`src/hdl/pdac_pkg.sv`:
```
`timescale 1ns / 1ps
`default_nettype none
// ----------------------------------------------------------------------------
// pdac_pkg
// Shared types and constants for the packet drop admission control block.
// ----------------------------------------------------------------------------
package pdac_pkg;

  localparam int PORT_W      = 3;
  localparam int SIZE_W      = 13;
  localparam int DRAW_W      = 16;
  localparam int OCC_W       = 13;
  localparam int ACTION_W    = 2;
  localparam int CAP_W       = 13;
  localparam int THR_W       = 16;
  localparam int CFG_IDX_W   = 1;
  localparam int CFG_DATA_W  = 16;
  localparam int IN_USER_W   = 2;
  localparam int IN_DATA_W   = 40;
  localparam int OUT_DATA_W  = 16;

  // command codes
  localparam logic CMD_ARRIVE = 1'b0;
  localparam logic CMD_DEPART = 1'b1;

  // action codes
  localparam logic [ACTION_W-1:0] ACT_FWD    = 2'd0;
  localparam logic [ACTION_W-1:0] ACT_DROP   = 2'd1;
  localparam logic [ACTION_W-1:0] ACT_DEPART = 2'd2;

  // configuration register indexes
  localparam logic [CFG_IDX_W-1:0] REG_QUEUE_CAPACITY = 1'd0;
  localparam logic [CFG_IDX_W-1:0] REG_DROP_THRESHOLD = 1'd1;

  localparam logic [CAP_W-1:0] CAP_RESET = 13'd1024;
  localparam logic [THR_W-1:0] THR_RESET = 16'd0;

  typedef struct packed {
    logic [DRAW_W-1:0] random_draw;
    logic [SIZE_W-1:0] packet_size;
    logic              is_tail;
    logic              is_head;
    logic [PORT_W-1:0] route_port;
    logic [PORT_W-1:0] in_port;
    logic              command;
  } item_t;

  typedef struct packed {
    logic [OCC_W-1:0]    port_occupancy;
    logic [PORT_W-1:0]   dest_port;
    logic [ACTION_W-1:0] action;
  } result_t;

  typedef struct packed {
    logic                  valid;
    logic [CFG_IDX_W-1:0]  index;
    logic [CFG_DATA_W-1:0] data;
  } cfg_wr_t;

endpackage : pdac_pkg
`default_nettype wire

```
`src/hdl/pdac_in_reg.sv`:
```
`timescale 1ns / 1ps
`default_nettype none
// ----------------------------------------------------------------------------
// pdac_in_reg
// Input register: captures one flit transaction and holds it until the
// decision stage consumes it.
// ----------------------------------------------------------------------------
module pdac_in_reg (
  input  wire logic           clk,
  input  wire logic           rst_n,
  input  wire logic           in_valid,
  output logic                in_ready,
  input  wire pdac_pkg::item_t in_item,
  input  wire logic           take,      // decision stage consumes the item
  output logic                item_valid,
  output pdac_pkg::item_t     item
);
  import pdac_pkg::*;

  logic  valid_r, valid_nxt;
  item_t item_r;

  assign in_ready   = !valid_r || take;
  assign item_valid = valid_r;
  assign item       = item_r;

  always_comb begin
    valid_nxt = valid_r;
    if (in_ready) begin
      valid_nxt = in_valid;
    end
  end

  always_ff @(posedge clk) begin
    if (!rst_n) begin
      valid_r <= 1'b0;
    end else begin
      valid_r <= valid_nxt;
    end
  end

  always_ff @(posedge clk) begin
    if (in_valid && in_ready) begin
      item_r <= in_item;
    end
  end

endmodule : pdac_in_reg
`default_nettype wire

```
`src/hdl/pdac_core.sv`:
```
`timescale 1ns / 1ps
`default_nettype none
// ----------------------------------------------------------------------------
// pdac_core
// Admission decision: per-input packet state, per-output occupancy counters
// and the configuration registers. One item is resolved per fire cycle.
// ----------------------------------------------------------------------------
module pdac_core #(
  parameter int NUM_INPUTS   = 8,
  parameter int NUM_OUTPUTS  = 8,
  parameter int MAX_CAPACITY = 4096
) (
  input  wire logic              clk,
  input  wire logic              rst_n,
  input  wire pdac_pkg::cfg_wr_t cfg_wr,
  input  wire logic              fire,
  input  wire pdac_pkg::item_t   item,
  output pdac_pkg::result_t      result
);
  import pdac_pkg::*;

  localparam int IN_IDX_W  = (NUM_INPUTS > 1) ? $clog2(NUM_INPUTS) : 1;
  localparam int OUT_IDX_W = (NUM_OUTPUTS > 1) ? $clog2(NUM_OUTPUTS) : 1;
  localparam int FILL_W    = $clog2(MAX_CAPACITY + 1);
  localparam int SUM_W     = ((FILL_W > SIZE_W) ? FILL_W : SIZE_W) + 1;

  logic [CAP_W-1:0]  cap_r;
  logic [THR_W-1:0]  thr_r;
  logic              busy_r  [NUM_INPUTS];
  logic              drop_r  [NUM_INPUTS];
  logic [PORT_W-1:0] bound_r [NUM_INPUTS];
  logic [FILL_W-1:0] fill_r  [NUM_OUTPUTS];

  logic [IN_IDX_W-1:0]  in_idx;
  logic [OUT_IDX_W-1:0] out_idx;
  logic                 arrive, depart, ip_ok, busy, open_pkt, cont_pkt, cur_drop;
  logic [PORT_W-1:0]    tgt;
  logic                 tgt_ok, over, refuse, fwd, inc, dec;
  logic [FILL_W-1:0]    fill_cur, fill_nxt;
  logic [SUM_W-1:0]     need;
  logic                 busy_nxt, drop_nxt;

  always_comb begin
    depart   = (item.command == CMD_DEPART);
    arrive   = !depart;
    in_idx   = IN_IDX_W'(item.in_port);
    ip_ok    = (32'(item.in_port) < NUM_INPUTS);
    busy     = ip_ok && busy_r[in_idx];
    cur_drop = ip_ok && drop_r[in_idx];
    open_pkt = arrive && ip_ok && !busy;
    cont_pkt = arrive && ip_ok && busy;

    // an open packet sticks to the port its head was routed to
    tgt      = cont_pkt ? bound_r[in_idx] : item.route_port;
    tgt_ok   = (32'(tgt) < NUM_OUTPUTS);
    out_idx  = OUT_IDX_W'(tgt);
    fill_cur = tgt_ok ? fill_r[out_idx] : '0;

    need   = SUM_W'(item.packet_size) + SUM_W'(fill_cur);
    over   = (need > SUM_W'(cap_r));
    refuse = !tgt_ok || over || (item.random_draw < thr_r);

    fwd = tgt_ok && ((open_pkt && !refuse) || (cont_pkt && !cur_drop));
    inc = fwd && (fill_cur < FILL_W'(MAX_CAPACITY));
    dec = depart && tgt_ok && (fill_cur != '0);

    fill_nxt = fill_cur;
    if (inc) begin
      fill_nxt = fill_cur + FILL_W'(1);
    end else if (dec) begin
      fill_nxt = fill_cur - FILL_W'(1);
    end

    busy_nxt = busy;
    drop_nxt = cur_drop;
    if (open_pkt) begin
      busy_nxt = !item.is_tail;
      drop_nxt = refuse && !item.is_tail;
    end else if (cont_pkt && item.is_tail) begin
      busy_nxt = 1'b0;
      drop_nxt = 1'b0;
    end

    if (depart) begin
      result.action = ACT_DEPART;
    end else if (fwd) begin
      result.action = ACT_FWD;
    end else begin
      result.action = ACT_DROP;
    end
    result.dest_port      = tgt;
    result.port_occupancy = OCC_W'(fill_nxt);
  end

  always_ff @(posedge clk) begin
    if (!rst_n) begin
      cap_r <= CAP_RESET;
      thr_r <= THR_RESET;
      for (int i = 0; i < NUM_INPUTS; i++) begin
        busy_r[i]  <= 1'b0;
        drop_r[i]  <= 1'b0;
        bound_r[i] <= '0;
      end
      for (int j = 0; j < NUM_OUTPUTS; j++) begin
        fill_r[j] <= '0;
      end
    end else begin
      if (cfg_wr.valid) begin
        case (cfg_wr.index)
          REG_QUEUE_CAPACITY: cap_r <= CAP_W'(cfg_wr.data);
          REG_DROP_THRESHOLD: thr_r <= THR_W'(cfg_wr.data);
          default: ;
        endcase
      end
      if (fire) begin
        if (open_pkt || cont_pkt) begin
          busy_r[in_idx] <= busy_nxt;
          drop_r[in_idx] <= drop_nxt;
        end
        if (open_pkt) begin
          bound_r[in_idx] <= item.route_port;
        end
        if (tgt_ok) begin
          fill_r[out_idx] <= fill_nxt;
        end
      end
    end
  end

endmodule : pdac_core
`default_nettype wire

```
`src/hdl/pdac_out_reg.sv`:
```
`timescale 1ns / 1ps
`default_nettype none
// ----------------------------------------------------------------------------
// pdac_out_reg
// Result register: holds one decision until the downstream takes it.
// ----------------------------------------------------------------------------
module pdac_out_reg (
  input  wire logic              clk,
  input  wire logic              rst_n,
  input  wire logic              load_valid,
  input  wire pdac_pkg::result_t load_result,
  output logic                   free,       // can load this cycle
  output logic                   out_valid,
  input  wire logic              out_ready,
  output pdac_pkg::result_t      out_result
);
  import pdac_pkg::*;

  logic    valid_r, valid_nxt;
  result_t result_r;

  assign free       = !valid_r || out_ready;
  assign out_valid  = valid_r;
  assign out_result = result_r;

  always_comb begin
    valid_nxt = valid_r;
    if (free) begin
      valid_nxt = load_valid;
    end
  end

  always_ff @(posedge clk) begin
    if (!rst_n) begin
      valid_r <= 1'b0;
    end else begin
      valid_r <= valid_nxt;
    end
  end

  always_ff @(posedge clk) begin
    if (free && load_valid) begin
      result_r <= load_result;
    end
  end

endmodule : pdac_out_reg
`default_nettype wire

```
`src/hdl/packet_drop_admission_control.sv`:
```
`timescale 1ns / 1ps
`default_nettype none
// ----------------------------------------------------------------------------
// packet_drop_admission_control
// Packet-level tail-drop admission for router input ports.
// ----------------------------------------------------------------------------
// Takes one flit or departure transaction per clock and returns exactly one
// result per transaction, in order, on out_tvalid via the input register,
// then the result register. Throughput is one item every cycle while
// out_tready is high: the per-port state lookup, admission compare and
// occupancy update all complete combinationally between the two registers,
// so back-to-back items on the same port see each other's effects with no
// stall. in_tready drops only when the result register is full and not being
// drained. Configuration writes are accepted every cycle and should be issued
// while no item is in flight.
// ----------------------------------------------------------------------------
module packet_drop_admission_control #(
  parameter int NUM_INPUTS   = 8,
  parameter int NUM_OUTPUTS  = 8,
  parameter int MAX_CAPACITY = 4096
) (
  input  wire logic                                clk,
  input  wire logic                                rst_n,
  input  wire logic                                in_tvalid,
  output logic                                     in_tready,
  // [2:0] in_port, [5:3] route_port, [18:6] packet_size, [34:19] random_draw
  input  wire logic [pdac_pkg::IN_DATA_W-1:0]      in_tdata,
  // [0] command, [1] is_head
  input  wire logic [pdac_pkg::IN_USER_W-1:0]      in_tuser,
  input  wire logic                                in_tlast,   // is_tail
  output logic                                     out_tvalid,
  input  wire logic                                out_tready,
  // [2:0] dest_port, [15:3] port_occupancy
  output logic [pdac_pkg::OUT_DATA_W-1:0]          out_tdata,
  // [1:0] action
  output logic [pdac_pkg::ACTION_W-1:0]            out_tuser,
  input  wire logic                                cfg_valid,
  output logic                                     cfg_ready,
  input  wire logic [pdac_pkg::CFG_IDX_W-1:0]      cfg_index,
  input  wire logic [pdac_pkg::CFG_DATA_W-1:0]     cfg_data
);
  import pdac_pkg::*;

  item_t   in_item, item;
  result_t result, out_result;
  cfg_wr_t cfg_wr;
  logic    item_valid, out_free, fire;

  always_comb begin
    in_item.command     = in_tuser[0];
    in_item.is_head     = in_tuser[1];
    in_item.is_tail     = in_tlast;
    in_item.in_port     = in_tdata[2:0];
    in_item.route_port  = in_tdata[5:3];
    in_item.packet_size = in_tdata[18:6];
    in_item.random_draw = in_tdata[34:19];
  end

  assign cfg_ready    = 1'b1;
  assign cfg_wr.valid = cfg_valid && cfg_ready;
  assign cfg_wr.index = cfg_index;
  assign cfg_wr.data  = cfg_data;

  assign fire = item_valid && out_free;

  pdac_in_reg u_in_reg (
    .clk        (clk),
    .rst_n      (rst_n),
    .in_valid   (in_tvalid),
    .in_ready   (in_tready),
    .in_item    (in_item),
    .take       (out_free),
    .item_valid (item_valid),
    .item       (item)
  );

  pdac_core #(
    .NUM_INPUTS   (NUM_INPUTS),
    .NUM_OUTPUTS  (NUM_OUTPUTS),
    .MAX_CAPACITY (MAX_CAPACITY)
  ) u_core (
    .clk    (clk),
    .rst_n  (rst_n),
    .cfg_wr (cfg_wr),
    .fire   (fire),
    .item   (item),
    .result (result)
  );

  pdac_out_reg u_out_reg (
    .clk         (clk),
    .rst_n       (rst_n),
    .load_valid  (item_valid),
    .load_result (result),
    .free        (out_free),
    .out_valid   (out_tvalid),
    .out_ready   (out_tready),
    .out_result  (out_result)
  );

  assign out_tdata = {out_result.port_occupancy, out_result.dest_port};
  assign out_tuser = out_result.action;

endmodule : packet_drop_admission_control
`default_nettype wire

```
`config.mk`:
```
export PLATFORM = sky130hd
export DESIGN_NAME = packet_drop_admission_control
export DESIGN_NICKNAME = d
export VERILOG_FILES = /design/src/hdl/pdac_pkg.sv /design/src/hdl/pdac_in_reg.sv /design/src/hdl/pdac_core.sv /design/src/hdl/pdac_out_reg.sv /design/src/hdl/packet_drop_admission_control.sv
export SDC_FILE = /design/constraint.sdc
export NUM_CORES = 1
export LEC_CHECK = 0
export BUFFER_PORTS_ARGS = -buffer_cell sky130_fd_sc_hd__buf_2
export CELL_PAD_IN_SITES_DETAIL_PLACEMENT = 1
export CELL_PAD_IN_SITES_GLOBAL_PLACEMENT = 1
export CORE_MARGIN = 8
export CORE_UTILIZATION = 30
export CTS_CLUSTER_SIZE = 24
export DETAILED_ROUTE_END_ITERATION = 6
export GPL_TIMING_DRIVEN = 0
export PLACE_DENSITY = 0.62
export SLEW_MARGIN = 0
export SYNTH_ARGS = -nofsm -noshare
export SYNTH_HDL_FRONTEND = slang
export SYNTH_SLANG_ARGS = --single-unit
```
`constraint.sdc`:
```
create_clock -name clk -period 14.3 [get_ports clk]
set_input_delay 1.43 -clock clk [delete_from_list [all_inputs] [get_ports clk]]
set_output_delay 1.43 -clock clk [all_outputs]
set_load 0.02 [all_outputs]
```
# Word level (Yosys, flattened, before mapping)
# Memory sizes are Yosys's and may differ from the RTL's. A register that Yosys moved wholly into a read port is not among the register bits.
# Cells that the tools add are included.
[word_totals] input_bits=65 ff_bits=86 ramBits=144 out_inout_bits=21 word_cells=88 n_memories=4
[op_classes] addsub=3 mux=35 order_cmp=3 n_reduce_logical=29 bitwise=1
[memory_table] name="u_core.fill_r" depth=8 word_bits=13 rd=1 rd_ports_with_merged_regs=0 write_ports=8 line="pdac_core.sv:32" source="logic [FILL_W-1:0] fill_r [NUM_OUTPUTS];"
[memory_table] name="u_core.bound_r" depth=8 word_bits=3 rd=1 rd_ports_with_merged_regs=1 write_ports=8 line="pdac_core.sv:31" source="logic [PORT_W-1:0] bound_r [NUM_INPUTS];"
[memory_table] name="u_core.busy_r" depth=8 word_bits=1 rd=1 rd_ports_with_merged_regs=1 write_ports=8 line="pdac_core.sv:29" source="logic busy_r [NUM_INPUTS];"
[memory_table] name="u_core.drop_r" depth=8 word_bits=1 rd=1 rd_ports_with_merged_regs=1 write_ports=8 line="pdac_core.sv:30" source="logic drop_r [NUM_INPUTS];"
[ops] operator="$mux W13" count=3
[ops] operator="$mux W3" count=9
[ops] operator="$mux W1" count=23
[ops] operator="$lt A16 B16 Y1" count=1
[ops] operator="$add A13 B13 Y14" count=1
[ops] operator="$gt A14 B13 Y1" count=1
[ops] operator="$add A13 B1 Y13 const B" count=1
[ops] operator="$lt A13 B13 Y1 const B" count=1
[ops] operator="$reduce_bool A13 Y1" count=1
[ops] operator="$reduce_or A13 Y1" count=1
[ops] operator="$sub A13 B1 Y13 const B" count=1
[ops] operator="$logic_and A1 B1 Y1" count=10
[ops] operator="$logic_not A1 Y1" count=7
[ops] operator="$logic_or A1 B1 Y1" count=5
[ops] operator="$reduce_and A2 Y1" count=2
[ops] operator="$reduce_or A3 Y1" count=1
[ops] operator="$reduce_or A1 Y1" count=2
[ops] operator="$not A1 Y1" count=1

# Longest topological paths before layout
# An unclocked memory read counts as a cell.
[logic_depth] ltp_word=13 depth_mapped=36 depth_no_buf=32

# Modules after synthesis
# From an unflattened synthesis, not the netlist that was laid out.
[unflattened] hier_cells=1047 area_unflattened_um2=11717.5
[modules_own_cells] module="pdac_core" area_each_um2=9903.2 n_inst=1 cells_each=978 seq_area_each_um2=4744.6
[modules_own_cells] module="pdac_in_reg" area_each_um2=1198.6 n_inst=1 cells_each=43 seq_area_each_um2=1161.1
[modules_own_cells] module="pdac_out_reg" area_each_um2=598.1 n_inst=1 cells_each=23 seq_area_each_um2=560.5
[modules_own_cells] module="packet_drop_admission_control" area_each_um2=17.5 n_inst=1 cells_each=3 seq_area_each_um2=0.0

# Worst setup path after synthesis
# No wires, ideal clock.
[synth_timing] kind="flip-flop to flip-flop" startpoint="register (tool-made name)" endpoint="memory u_core.fill_r[0][11] in the netlist's numbering, data pin" arrival_time_ns=7.214 synth_period_minus_slack_ns=7.479 path_stages_with_launch=34 path_buffers=2 setup_time_ns=0.265 setup_slack_ns=6.821 t_required_ns=14.035 cell_sequence="dfxtp_1 buf_4 mux4_2 mux2_2 nand2_1 mux2_2 clkbuf_1 o221ai_1 a211oi_1 ha_1 inv_1 fa_1 nor2b_1 o21ai_0 a21boi_0 o21ai_0 a21boi_0 o21ai_0 nand2b_1 a21oi_1 o21bai_1 a31oi_1 xnor2_1 ha_1 a21oi_1 nand2_1 a2111oi_0 nor3b_1 o31ai_1 nand3_1 or4_1 o211a_1 a21oi_4 nor2_1"
[synth_lines] item="to (decl)" line="pdac_core.sv:32"

==> reports/qor.txt <==
net count after synthesis: 1225
ys async rst share: 0
Int Pwr: 1280 uW
RSZ-0062 raised after global routing: no
ANT nets after route: 0
Static Leak: 0.00517 uW
clock slew at reported path FFs: 60 ps
initial antenna violation count: 0
switch share: 0.309
synth cell count leaders: edfxtp_1 (183), nor2_1 (133), nand2_1 (112)
PostCTS Resize Cnt: 0
vias post-DR: 9245
Core Area: 39500 um2
Min-Delay Path Class: flip-flop to flip-flop
count of different cell masters after synthesis: 82
Nets: 1333
IO Pins: 86
Num CTS Buffers: 28
setup TNS: 0 ps
worst slew pin tran: 1310 ps
largest net degree at the start of global routing: 38
cts hold-fix bufs: 0
Power Density: 133 nW/um2
CTS H-Tree Depth: 1
Crit. End Element: flip-flop
share of the synthesized area in the top cell type: 0.460
routed wire length: 37200 um
clk_skew: 18.0 ps
largest cells by area after synthesis: edfxtp_1 (46%), dfxtp_1 (8.4%), ha_1 (4.5%), nor2_1 (4.2%), nand2_1 (3.5%)
P_sw: 571 uW
Initial DRC Count: 569
layout cells sized above 1: 0.145
first-pass GRT wire length: 56800 um
top-count cell post-synth: edfxtp_1
Setup Fix Bufs, Post-CTS: 0
CTS Buffer Depth: 3
post-synthesis sequential area ratio: 0.543
status: finished, final reports clean
Synth warnings: 0
clk sinks: 233
n_diodes: 0
WP data arrival: 10590 ps
pre-CTS WS: 3910 ps
clock network fraction of total power: 0.356
gpl congestion: 0.885
mapped cell area: 12000 um2
Worst Setup Slack, final: 3950 ps
area grow syn2layout: 15.9%
peak supply drop: 110 uV
Root Driver: clkbuf_16
iteration count of the initial detailed-routing pass: 5
Setup Crit Path Kind: flip-flop to flip-flop
post-synthesis cell count: 1116
final hold violations: 0
Startpoint Class: flip-flop
crit share post-route: 0.724
fmax: 96.6 MHz
Port Buffers: 77
Final Max Tran Viols: 0
HPWL after detailed placement: 27500 um
Horiz. Die Dim: 216 um
area leader, netlist: edfxtp_1
total congestion overflow: 0
max_slew headroom: 0.124
Sequential Power Share: 0.423
share of the core filled with cells: 0.350
clk_lat worst skew: 550 ps
Crit-path slowest cell: a211oi_1
Max-Cap Viols: 0
vias in the first global route: 9588
synthesized flop and latch total: 233
fillers: 4453
Setup violations, final: 0
total track usage: 0.155
Comb power frac: 0.221
Post-synth EDFFs: 183
Avg Inst Size Synth: 10.7 um2
Synth Flop Type: edfxtp_1
die area: 46500 um2
Die Y: 216 um
Data required, critical path: 14550 ps
vias per cell: 5.22
Initial Utilization: 0.302
Area after DPL: 13000 um2
Design Area, Final: 13900 um2
maximum fanout along the worst path: 10
TritonCTS clock tree: done
fin crit period: 10350 ps
Rows: 73
drt wl/cell: 21.0 um
critical path's largest stage delay: 1080 ps
DRC Markers: 0
-- power groups by stage --
stage / Clock (uW) / Combinational [uW] / Sequential (uW)
CTS: 675 / 411 / 782
global placement: 0 / 399 / 795
floorplan: 0 / 265 / 796
global route: 698 / 451 / 785
detailed placement: 0 / 408 / 796
finish: 658 / 409 / 781
-- registers in the layout, summed over array words and instances (netlist names), 8 cells and up, named ones only --
| register | count |
|---|---|
| u_out_reg.out_result | 18 |
| u_core.cap_r | 13 |
| u_core.drop_r | 8 |
| u_core.bound_r | 24 |
| u_core.thr_r | 16 |
| u_core.busy_r | 8 |
| u_in_reg.item | 37 |
| u_core.fill_r | 104 |
-- placed cells by master, fill, tap and decap left out, types with 13 or more instances in the layout --
cell       instances
a21o_1            18
a31oi_1           13
edfxtp_1         183
o22ai_1           15
ha_1              43
clkbuf_16         28
nand3_1           35
a21oi_1           20
o211ai_1          20
clkbuf_1          53
mux2i_1           27
nor2_1           133
nand2_1          112
a21boi_0          30
nor3_1            29
inv_1             69
o21ai_0           47
buf_2             86
and2_1            14
mux2_2            17
dfxtp_1           50
-- kinds of logic (layout without fill, tap and decap cells) --
logic type / after synthesis / after routing / share of synthesized area
simple gates: 394 / 394 / 0.152
fa+ha+maj: 44 / 44 / 0.0467
other cells: 1 / 1 / 0.000314
buf+inv: 133 / 262 / 0.0442
compound gates: 244 / 244 / 0.146
xor+xnor: 12 / 12 / 0.00942
flops: 233 / 233 / 0.543
mux: 55 / 55 / 0.0579
-- layout make-up --
class                      instances  area [um2]  area share
tap                              525         657      0.0474
clock buffer                      41         779      0.0563
buffer                            59         248      0.0179
inverter                          74         280      0.0202
sequential                       233        6500       0.469
multi-input combinational        750        4940       0.357
clock inverter                    10        61.3     0.00442
timing repair buffer              78         393      0.0284
-- path summary, 6_finish.rpt --
check | startpoint | to | slack (ps) | cells after the start
worst max-delay path | flip-flop | u_out_reg.out_result[10]$_DFFE_PP_ | 3950 | 33
worst min-delay path | u_in_reg.item[0]$_DFFE_PP_ | u_out_reg.out_result[1]$_SDFFCE_PP1P_ | 450 | 0
worst max register to register | flip-flop | u_out_reg.out_result[10]$_DFFE_PP_ | 3950 | 33
worst min register to register | u_in_reg.item[0]$_DFFE_PP_ | u_out_reg.out_result[1]$_SDFFCE_PP1P_ | 450 | 0
-- worst max-delay path, delay by kind of cell (launching register included) --
kind / cells / cell delay (ps)
AO/OA/AOI/OAI: 17 / 6100
AND/OR/NAND/NOR: 7 / 1240
adder cells (fa/ha/maj): 3 / 1030
buffers and inverters: 4 / 1000
flip-flops: 1 / 390
XOR/XNOR: 1 / 150
multiplexers: 1 / 110
-- layer usage --
| layer | routed length, um | vias up | GRT usage |
|---|---|---|---|
| met3 | 2010 | 57 | 0.0260 |
| met5 | 0 | - | 0 |
| met4 | 922 | 0 | 0.0456 |
| met2 | 18100 | 260 | 0.268 |
| li1 | - | 4319 | - |
| met1 | 16200 | 4609 | 0.196 |
-- through the flow --
| step | total power, uW | cells | hold WS [ps] |
|---|---|---|---|
| 6_report | 1850 | 1770 | 449 |
| 5_1_grt | 1930 | 1770 | 474 |
| 4_1_cts | 1870 | 1769 | 451 |
| 3_5_place_dp | 1200 | 1718 | 437 |
| 3_3_place_gp | 1190 | 1718 | 437 |
| 2_1_floorplan | 1060 | 1116 | 424 |
No activity file was read; power rests on OpenSTA's default activity.
